[src/rtl/core/tpc_pkg.sv]
package tpc_pkg;

   // register file
   localparam int CsrAddrWidth  = 4;
   localparam int CsrDataWidth  = 32;
   localparam int BaseWidth     = 8;
   localparam int LocWidth      = 7;
   localparam int BwWidth       = 20;
   localparam int UtilWidth     = 7;
   localparam int BoostWidth    = 8;
   localparam int PrioWidth     = 9;
   localparam int IoWidth       = 3;

   localparam int ReqDataWidth  = 88;
   localparam int ReqUserWidth  = 5;
   localparam int RspDataWidth  = 24;

   typedef enum logic [1:0] {
      REG_BASE_PRIO     = 2'd0,
      REG_LOCALITY_THR  = 2'd1,
      REG_BANDWIDTH_THR = 2'd2,
      REG_UNUSED        = 2'd3
   } reg_index_type;

   localparam logic [BaseWidth-1:0] BaseReset = 8'd120;
   localparam logic [LocWidth-1:0]  LocReset  = 7'd80;
   localparam logic [BwWidth-1:0]   BwReset   = 20'd70;

   typedef enum logic [2:0] {
      CLS_UNKNOWN  = 3'd0,
      CLS_VECTORDB = 3'd1,
      CLS_KWORKER  = 3'd2,
      CLS_REGULAR  = 3'd3,
      CLS_LATENCY  = 3'd4,
      CLS_READ     = 3'd5,
      CLS_WRITE    = 3'd6,
      CLS_BWTEST   = 3'd7
   } task_class_type;

   localparam logic [IoWidth-1:0] IO_READ_HEAVY  = 3'd1;
   localparam logic [IoWidth-1:0] IO_WRITE_HEAVY = 3'd2;

   localparam logic [BwWidth-1:0]   VdbBwLimit     = 20'd1000;
   localparam logic [BwWidth-1:0]   BwtestBwLimit  = 20'd100;
   localparam logic [UtilWidth-1:0] UtilLimit      = 7'd90;
   localparam logic [LocWidth-1:0]  LowLocality    = 7'd30;
   localparam logic [BoostWidth-1:0] BoostDecay    = 8'd5;
   localparam logic [PrioWidth-1:0] PrioMax        = 9'd265;

   localparam logic [PrioWidth-1:0] AdjLocality  = 9'd20;
   localparam logic [PrioWidth-1:0] AdjSmall     = 9'd10;
   localparam logic [PrioWidth-1:0] AdjBandwidth = 9'd15;
   localparam logic [PrioWidth-1:0] AdjCritical  = 9'd30;
   localparam logic [PrioWidth-1:0] AdjLatency   = 9'd25;

   typedef struct packed {
      logic                  boost_pad;
      logic [BoostWidth-1:0] boost_in;
      logic                  wants_promotion;
      logic                  bandwidth_critical;
      logic [UtilWidth-1:0]  utilization;
      logic [BwWidth-1:0]    write_bw;
      logic [BwWidth-1:0]    read_bw;
      logic [BwWidth-1:0]    total_bandwidth;
      logic [IoWidth-1:0]    io_class;
      logic [LocWidth-1:0]   loc_score;
   } req_data_type;

   typedef struct packed {
      logic           metrics_valid;
      logic           pattern_valid;
      task_class_type task_class;
   } req_user_type;

   function automatic logic [PrioWidth-1:0] sat_sub(
      input logic [PrioWidth-1:0] a,
      input logic [PrioWidth-1:0] b
   );
      sat_sub = (a > b) ? (a - b) : '0;
   endfunction

endpackage

[src/rtl/core/task_priority_calculator_unit.sv]
// Channel  Dir  Beat fields (low bit up)
// req_     in   tuser: task_class, pattern_valid, metrics_valid
//               tdata: loc_score, io_class, total_bandwidth, read_bw,
//                      write_bw, utilization, bandwidth_critical,
//                      wants_promotion, boost_in, 1 pad bit
// rsp_     out  tdata: priority_out, boost_out, 7 pad bits
// csr_     in   APB: 0x0 base_prio, 0x4 locality_threshold,
//               0x8 bw_threshold
//
// One beat per cycle while rsp_tready is high; a beat goes through the input
// register, then the result register, with the scoring logic between them.
// Synchronous active-high reset clears the valid bits and loads register
// defaults (120, 80, 70).
// Each stage holds when the one after it is full and stalled, so rsp_tready
// low backs up into req_tready after two beats.
module task_priority_calculator_unit
   import tpc_pkg::*;
(
   input  logic                    clock,
   input  logic                    reset,

   input  logic                    req_tvalid,
   output logic                    req_tready,
   input  logic [ReqDataWidth-1:0] req_tdata,  // see table above
   input  logic [ReqUserWidth-1:0] req_tuser,  // task_class, pattern_valid, metrics_valid

   output logic                    rsp_tvalid,
   input  logic                    rsp_tready,
   output logic [RspDataWidth-1:0] rsp_tdata,  // priority_out, boost_out

   input  logic                    csr_psel,
   input  logic                    csr_penable,
   input  logic                    csr_pwrite,
   input  logic [CsrAddrWidth-1:0] csr_paddr,
   input  logic [CsrDataWidth-1:0] csr_pwdata,
   output logic [CsrDataWidth-1:0] csr_prdata,
   output logic                    csr_pready
);

   logic [BaseWidth-1:0] base_ff, base_in;
   logic [LocWidth-1:0]  loc_thr_ff, loc_thr_in;
   logic [BwWidth-1:0]   bw_thr_ff, bw_thr_in;
   logic                 csr_wr;
   reg_index_type        csr_idx;

   req_data_type         s1_data_ff;
   req_user_type         s1_user_ff;
   logic                 s1_valid_ff, s1_valid_in;
   logic                 s1_load;

   logic [PrioWidth-1:0]  s2_prio_ff, s2_prio_in;
   logic [BoostWidth-1:0] s2_boost_ff, s2_boost_in;
   logic                  s2_valid_ff, s2_valid_in;
   logic                  s2_load;

   logic [PrioWidth-1:0]  prio_adj;
   logic [PrioWidth-1:0]  boost_ext;
   logic                  pv, mv;

   // configuration port
   assign csr_pready = 1'b1;
   assign csr_wr     = csr_psel & csr_penable & csr_pwrite & csr_pready;
   assign csr_idx    = reg_index_type'(csr_paddr[3:2]);

   always_comb begin
      base_in    = base_ff;
      loc_thr_in = loc_thr_ff;
      bw_thr_in  = bw_thr_ff;
      if (csr_wr) begin
         unique case (csr_idx)
            REG_BASE_PRIO:     base_in    = csr_pwdata[BaseWidth-1:0];
            REG_LOCALITY_THR:  loc_thr_in = csr_pwdata[LocWidth-1:0];
            REG_BANDWIDTH_THR: bw_thr_in  = csr_pwdata[BwWidth-1:0];
            default: ;
         endcase
      end
   end

   always_comb begin
      unique case (csr_idx)
         REG_BASE_PRIO:     csr_prdata = {{(CsrDataWidth-BaseWidth){1'b0}}, base_ff};
         REG_LOCALITY_THR:  csr_prdata = {{(CsrDataWidth-LocWidth){1'b0}}, loc_thr_ff};
         REG_BANDWIDTH_THR: csr_prdata = {{(CsrDataWidth-BwWidth){1'b0}}, bw_thr_ff};
         default:           csr_prdata = '0;
      endcase
   end

   always_ff @(posedge clock) begin
      if (reset) begin
         base_ff    <= BaseReset;
         loc_thr_ff <= LocReset;
         bw_thr_ff  <= BwReset;
      end else begin
         base_ff    <= base_in;
         loc_thr_ff <= loc_thr_in;
         bw_thr_ff  <= bw_thr_in;
      end
   end

   // pipeline handshake
   assign s2_load     = s1_valid_ff & (~s2_valid_ff | rsp_tready);
   assign req_tready  = ~s1_valid_ff | s2_load;
   assign s1_load     = req_tvalid & req_tready;
   assign s1_valid_in = s1_load | (s1_valid_ff & ~s2_load);
   assign s2_valid_in = s2_load | (s2_valid_ff & ~rsp_tready);

   always_ff @(posedge clock) begin
      if (reset) begin
         s1_valid_ff <= 1'b0;
         s2_valid_ff <= 1'b0;
      end else begin
         s1_valid_ff <= s1_valid_in;
         s2_valid_ff <= s2_valid_in;
      end
   end

   always_ff @(posedge clock) begin
      if (s1_load) begin
         s1_data_ff <= req_data_type'(req_tdata);
         s1_user_ff <= req_user_type'(req_tuser);
      end
      if (s2_load) begin
         s2_prio_ff  <= s2_prio_in;
         s2_boost_ff <= s2_boost_in;
      end
   end

   // scoring
   assign pv = s1_user_ff.pattern_valid;
   assign mv = s1_user_ff.metrics_valid;

   always_comb begin
      prio_adj = {1'b0, base_ff};
      unique case (s1_user_ff.task_class)
         CLS_VECTORDB: begin
            if (pv && s1_data_ff.loc_score > loc_thr_ff)
               prio_adj = sat_sub(prio_adj, AdjLocality);
            if (mv && s1_data_ff.total_bandwidth > VdbBwLimit)
               prio_adj = sat_sub(prio_adj, AdjSmall);
         end
         CLS_READ: begin
            if (mv && s1_data_ff.read_bw > bw_thr_ff)
               prio_adj = sat_sub(prio_adj, AdjBandwidth);
            if (pv && s1_data_ff.io_class == IO_READ_HEAVY)
               prio_adj = sat_sub(prio_adj, AdjSmall);
         end
         CLS_WRITE: begin
            if (mv && s1_data_ff.write_bw > bw_thr_ff)
               prio_adj = sat_sub(prio_adj, AdjBandwidth);
            if (pv && s1_data_ff.io_class == IO_WRITE_HEAVY)
               prio_adj = sat_sub(prio_adj, AdjSmall);
         end
         CLS_BWTEST: begin
            if (s1_data_ff.bandwidth_critical)
               prio_adj = sat_sub(prio_adj, AdjCritical);
            if (pv && mv &&
                ((s1_data_ff.io_class == IO_READ_HEAVY &&
                  s1_data_ff.read_bw > BwtestBwLimit) ||
                 (s1_data_ff.io_class == IO_WRITE_HEAVY &&
                  s1_data_ff.write_bw > BwtestBwLimit)))
               prio_adj = sat_sub(prio_adj, AdjSmall);
         end
         CLS_KWORKER: begin
            if (s1_data_ff.wants_promotion)
               prio_adj = sat_sub(prio_adj, AdjBandwidth);
            if (mv && s1_data_ff.utilization > UtilLimit)
               prio_adj = prio_adj + AdjSmall;
         end
         CLS_LATENCY: prio_adj = sat_sub(prio_adj, AdjLatency);
         CLS_UNKNOWN, CLS_REGULAR: begin
            if (pv && s1_data_ff.loc_score < LowLocality)
               prio_adj = prio_adj + AdjSmall;
         end
         default: ;
      endcase
   end

   assign boost_ext = {1'b0, s1_data_ff.boost_in};

   always_comb begin
      s2_prio_in  = prio_adj;
      s2_boost_in = s1_data_ff.boost_in;
      if (s1_data_ff.boost_in != '0) begin
         // floor of 1 once a boost applies
         s2_prio_in  = (prio_adj > boost_ext) ? (prio_adj - boost_ext)
                                              : {{(PrioWidth-1){1'b0}}, 1'b1};
         s2_boost_in = (s1_data_ff.boost_in > BoostDecay)
                       ? (s1_data_ff.boost_in - BoostDecay) : '0;
      end
   end

   assign rsp_tvalid = s2_valid_ff;
   assign rsp_tdata  = {{(RspDataWidth-PrioWidth-BoostWidth){1'b0}},
                        s2_boost_ff, s2_prio_ff};

   // checks
   a_boost_floor: assert property (@(posedge clock) disable iff (reset)
      rsp_tvalid && s2_boost_ff != '0 |-> s2_prio_ff != '0)
      else $error("nonzero boost with zero priority");

   a_prio_range: assert property (@(posedge clock) disable iff (reset)
      rsp_tvalid |-> s2_prio_ff <= PrioMax)
      else $error("priority out of range");

   a_accept_fills: assert property (@(posedge clock) disable iff (reset)
      req_tvalid && req_tready |=> s1_valid_ff)
      else $error("accepted beat not captured");

   a_full_stall: assert property (@(posedge clock) disable iff (reset)
      s1_valid_ff && s2_valid_ff && !rsp_tready |-> !req_tready)
      else $error("pipeline accepted while full");

   a_drain: assert property (@(posedge clock) disable iff (reset)
      s1_valid_ff && !s2_valid_ff |=> s2_valid_ff)
      else $error("stage one did not advance into empty result register");

endmodule
[config.mk]
export PLATFORM = sky130hd
export DESIGN_NAME = task_priority_calculator_unit
export DESIGN_NICKNAME = d
export VERILOG_FILES = /design/src/rtl/core/tpc_pkg.sv /design/src/rtl/core/task_priority_calculator_unit.sv
export SDC_FILE = /design/constraint.sdc
export NUM_CORES = 1
export LEC_CHECK = 0
export ABC_CLOCK_PERIOD_IN_PS = 5400
export BUFFER_PORTS_ARGS = -buffer_cell sky130_fd_sc_hd__buf_2
export CELL_PAD_IN_SITES_DETAIL_PLACEMENT = 2
export CELL_PAD_IN_SITES_GLOBAL_PLACEMENT = 2
export CORE_ASPECT_RATIO = 1.2
export CORE_MARGIN = 2
export CORE_UTILIZATION = 34
export CTS_BUF_LIST = sky130_fd_sc_hd__clkbuf_2 sky130_fd_sc_hd__clkbuf_4 sky130_fd_sc_hd__clkbuf_8
export DETAILED_ROUTE_END_ITERATION = 8
export GPL_ROUTABILITY_DRIVEN = 0
export HOLD_SLACK_MARGIN = 0.12
export PLACE_DENSITY_LB_ADDON = 0.1
export SETUP_SLACK_MARGIN = 0.5
export SYNTH_ARGS = -nofsm -noshare
export SYNTH_HDL_FRONTEND = slang
export SYNTH_SLANG_ARGS = --single-unit
[constraint.sdc]
create_clock -name clock -period 5.4 [get_ports clock]
set_input_delay 0 -clock clock [delete_from_list [all_inputs] [get_ports clock]]
set_output_delay 0 -clock clock [all_outputs]
set_load 0.02 [all_outputs]
==> flow_summary.ini <==
[cts]
cts.path.max_buffers = 2
cts_tree = yes
tritoncts.num_buffers = 17
cts.root.buffer_cell = sky130_fd_sc_hd__clkbuf_8
clk-insertion-delay-late_ps = 520
cts-htree-levels = 4
clk_transition_reported_paths_ps = 120
clock_sinks = 146

[synthesis]
ys.warnings.count = 0
synth_edf_count = 109
synth.ff_latch_count = 146
ys_types = 99
synth.avg_cell_area_sq_um = 9.36
synthesis.instances = 1107
postSynth.topFlopCell = sky130_fd_sc_hd__edfxtp_1
async_flop_share_pct = 0
share_of_synthesized_area_occupied_by_flip_flops_and_latches_pct = 38.8
syn-cell-area_sq_um = 10400

[grt]
grt_pass1_vias = 12808
grt.total_usage_pct = 34.2
grt_max_degree = 63
first_pass_grt_wire_length_mm = 80.8
grt_antenna_before_repair = 2
grt-ovfl-total = 0

[setup_path]
cell_with_the_biggest_individual_delay_on_the_critical_path = sky130_fd_sc_hd__or4_1
crit_fanout = 8
setup.worst_path.class = reg2reg
critical_path.endpoint_type = flop
critical_path_required_ps = 5650
critical_path_arrival_ps = 5750
worstPathCellList = buf_4 > or4_1 > nor4_1 > a311o_1 > buf_4 > nand2_2 > xnor2_1 > a221o_1 > o32ai_2 > inv_1 > ha_4 > nor2b_1 > o21a_1 > o21ai_2 > a21oi_2 > a21oi_2 > o2111ai_1 > a311o_1 > o21ai_4 > buf_12 > o22ai_1
worst_path_largest_cell_delay_ps = 530
crit_family = compound AO/OA/AOI/OAI gates
worst_setup_path_start_kind = flop
worstPathBufferInverterCount = 4

[route]
antenna_left = 0
route.detailed.drc = 0
post_drt_via_cell_ratio = 5.87
dr_wl_met2_mm = 29.3
drt_pass1_iterations = 4
dr_total_vias = 11490
avg_wl_per_cell_um = 29.0
m1WireLength_mm = 19.8
routed.top_layer = met4
dr.first_iter.drc_count = 713
routed_wl_mm = 56.7
wl_met3_mm = 2.92

[timing]
hold_violations = 0
post-route-min-period_ps = 5500
worst_pin_slew_ps = 1250
setup-violations-final = 9
post-route-worst-setup-slack_ps = -100
clock-skew-final_ps = 27.4
layout_worst_path_cycle_share_pct = 102
slew_headroom_pct = 16.5
maxClockFrequency_mhz = 182
rsz0062_at_grt = true
final.setup.tns_ps = -653
report.final.slew_viol_count = 0

[power]
irDropWorstVdd_uv = 139
power_density_nw_per_um2 = 208
static_leak_nw = 6.08
power_mw = 3.10

[job]
cap_violations = 0

[die]
die-area_sq_um = 31900
core_box_area_sq_um = 30200
die_x_um = 163
chip_height_um = 195
floorplan.initialDensity_pct = 34.3
rows = 70
number_of_ports_placed_on_the_die_boundary = 195

[hold_path]
min-delay-path-class = in2reg

[layout]
multi_input_area_sq_um = 6190
fillers = 3158
fin_nets = 1758
fin_util_pct = 49.3
area_delta_synth_final_pct = 44.0
register_area_sq_um = 4030
post_route_cells_drive_above_1_share_pct = 32.1

[place]
placement.io_buffers = 159
detailed_place_hpwl_mm = 34.3

[status]
status = finished, violations left
violated_checks = negative setup slack
==> final cells by class <==
type                       count  share of cell area [%]
clock buffer                  17                    1.57
antenna                        2                  0.0336
clock inverter                15                    1.27
inverter                      57                    1.45
timing repair buffer         477                    23.8
sequential                   146                    27.0
multi-input combinational    849                    41.5
tap                          396                    3.32
==> placed cells by master, fill, tap and decap left out, drive strengths merged, types with 11 or more instances in the layout <==
cell / instances
conb: 20
mux2i: 28
xnor2: 30
o211ai: 14
nor2b: 19
nand4: 20
and2: 23
ha: 73
nor3: 20
dlygate4sd3: 131
nand2: 110
buf: 346
or2: 11
o21ai: 64
nand2b: 13
inv: 64
clkbuf: 17
a21oi: 78
edfxtp: 109
nand3: 33
nor2: 74
a211oi: 14
dfxtp: 37
nor4: 15
==> flip-flops by register name, summed over array words and instances, names as in the netlist <==
name / flops
s1_valid_ff: 1
pv: 1
bw_thr_ff: 20
base_ff: 8
s2_boost_ff: 8
boost_ext: 8
s1_user_ff: 3
rsp_tvalid: 1
s1_data_ff: 79
s2_prio_ff: 9
mv: 1
loc_thr_ff: 7
==> worst paths after layout <==
kind / slack (ps) / depth (start not counted) / start / endpoint
setup reg to reg: -100 / 21 / s1_data_ff[63]$_DFFE_PP_ / s2_prio_ff[1]$_DFFE_PP_
hold reg to reg: 510 / 2 / bw_thr_ff[1]$_SDFFE_PP1P_ / bw_thr_ff[1]$_SDFFE_PP1P_
hold / removal: 190 / 2 / req_tdata[51] / s1_data_ff[51]$_DFFE_PP_
setup / recovery: -100 / 21 / s1_data_ff[63]$_DFFE_PP_ / s2_prio_ff[1]$_DFFE_PP_
==> stage by stage <==
| stage | instance area [sq um] | setup WS, ps | instances | hold slack, ps |
|---|---|---|---|---|
| finish | 14900 | -100 | 1959 | 191 |
| global route | 14900 | -290 | 1959 | 191 |
| CTS | 14700 | 275 | 1945 | 174 |
| detailed placement | 12600 | -176 | 1760 | 178 |
| global placement | 12600 | 39.2 | 1760 | 177 |
| floorplan | 10500 | 510 | 1125 | 98.9 |
==> cell families (layout without fill, tap and decap cells) <==
kind of cell             Yosys count  count (layout)  synth area share, %
other                              2              22               0.0725
flip-flops                       146             146                 38.8
AO/OA/AOI/OAI                    300             300                 20.9
adder cells (fa/ha/maj)           74              74                 9.01
XOR/XNOR                          40              40                 3.38
AND/OR/NAND/NOR                  384             384                 19.1
buffers and inverters            130             566                 5.79
multiplexers                      31              31                 3.03
==> cells in the mapped netlist (all sizes together) (28+ instances only) <==
| master | instances | area (sq um) |
|---|---|---|
| ha | 73 | 913 |
| dfxtp | 37 | 741 |
| nand2 | 110 | 415 |
| inv | 56 | 210 |
| mux2i | 28 | 280 |
| o21ai | 64 | 347 |
| nand3 | 33 | 165 |
| a21oi | 78 | 398 |
| clkbuf | 28 | 105 |
| nor2 | 74 | 280 |
| xnor2 | 30 | 263 |
| edfxtp | 109 | 3270 |
| buf | 45 | 280 |
==> report_power, final <==
group	internal, mW	switching, mW	leakage, nW
Combinational	0.347	0.425	4.51
Clock	0.434	0.571	0.214
Sequential	1.27	0.0465	1.36
==> routing by layer <==
layer | GRT usage [%] | up-vias
li1 | - | 4956
met1 | 35.9 | 5737
met2 | 63.3 | 557
met3 | 4.86 | 240
met4 | 21.3 | 0
met5 | 0 | -
==> repair_timing <==
action,in CTS,in global routing
buffers inserted,22,12
resized for setup,55,26
hold buffers,131,0
gates cloned,0,0
pin swaps,22,22
endpoints found under the hold margin,159,0
endpoints found under the setup margin,9,9
(Power assumes the default switching activity.)
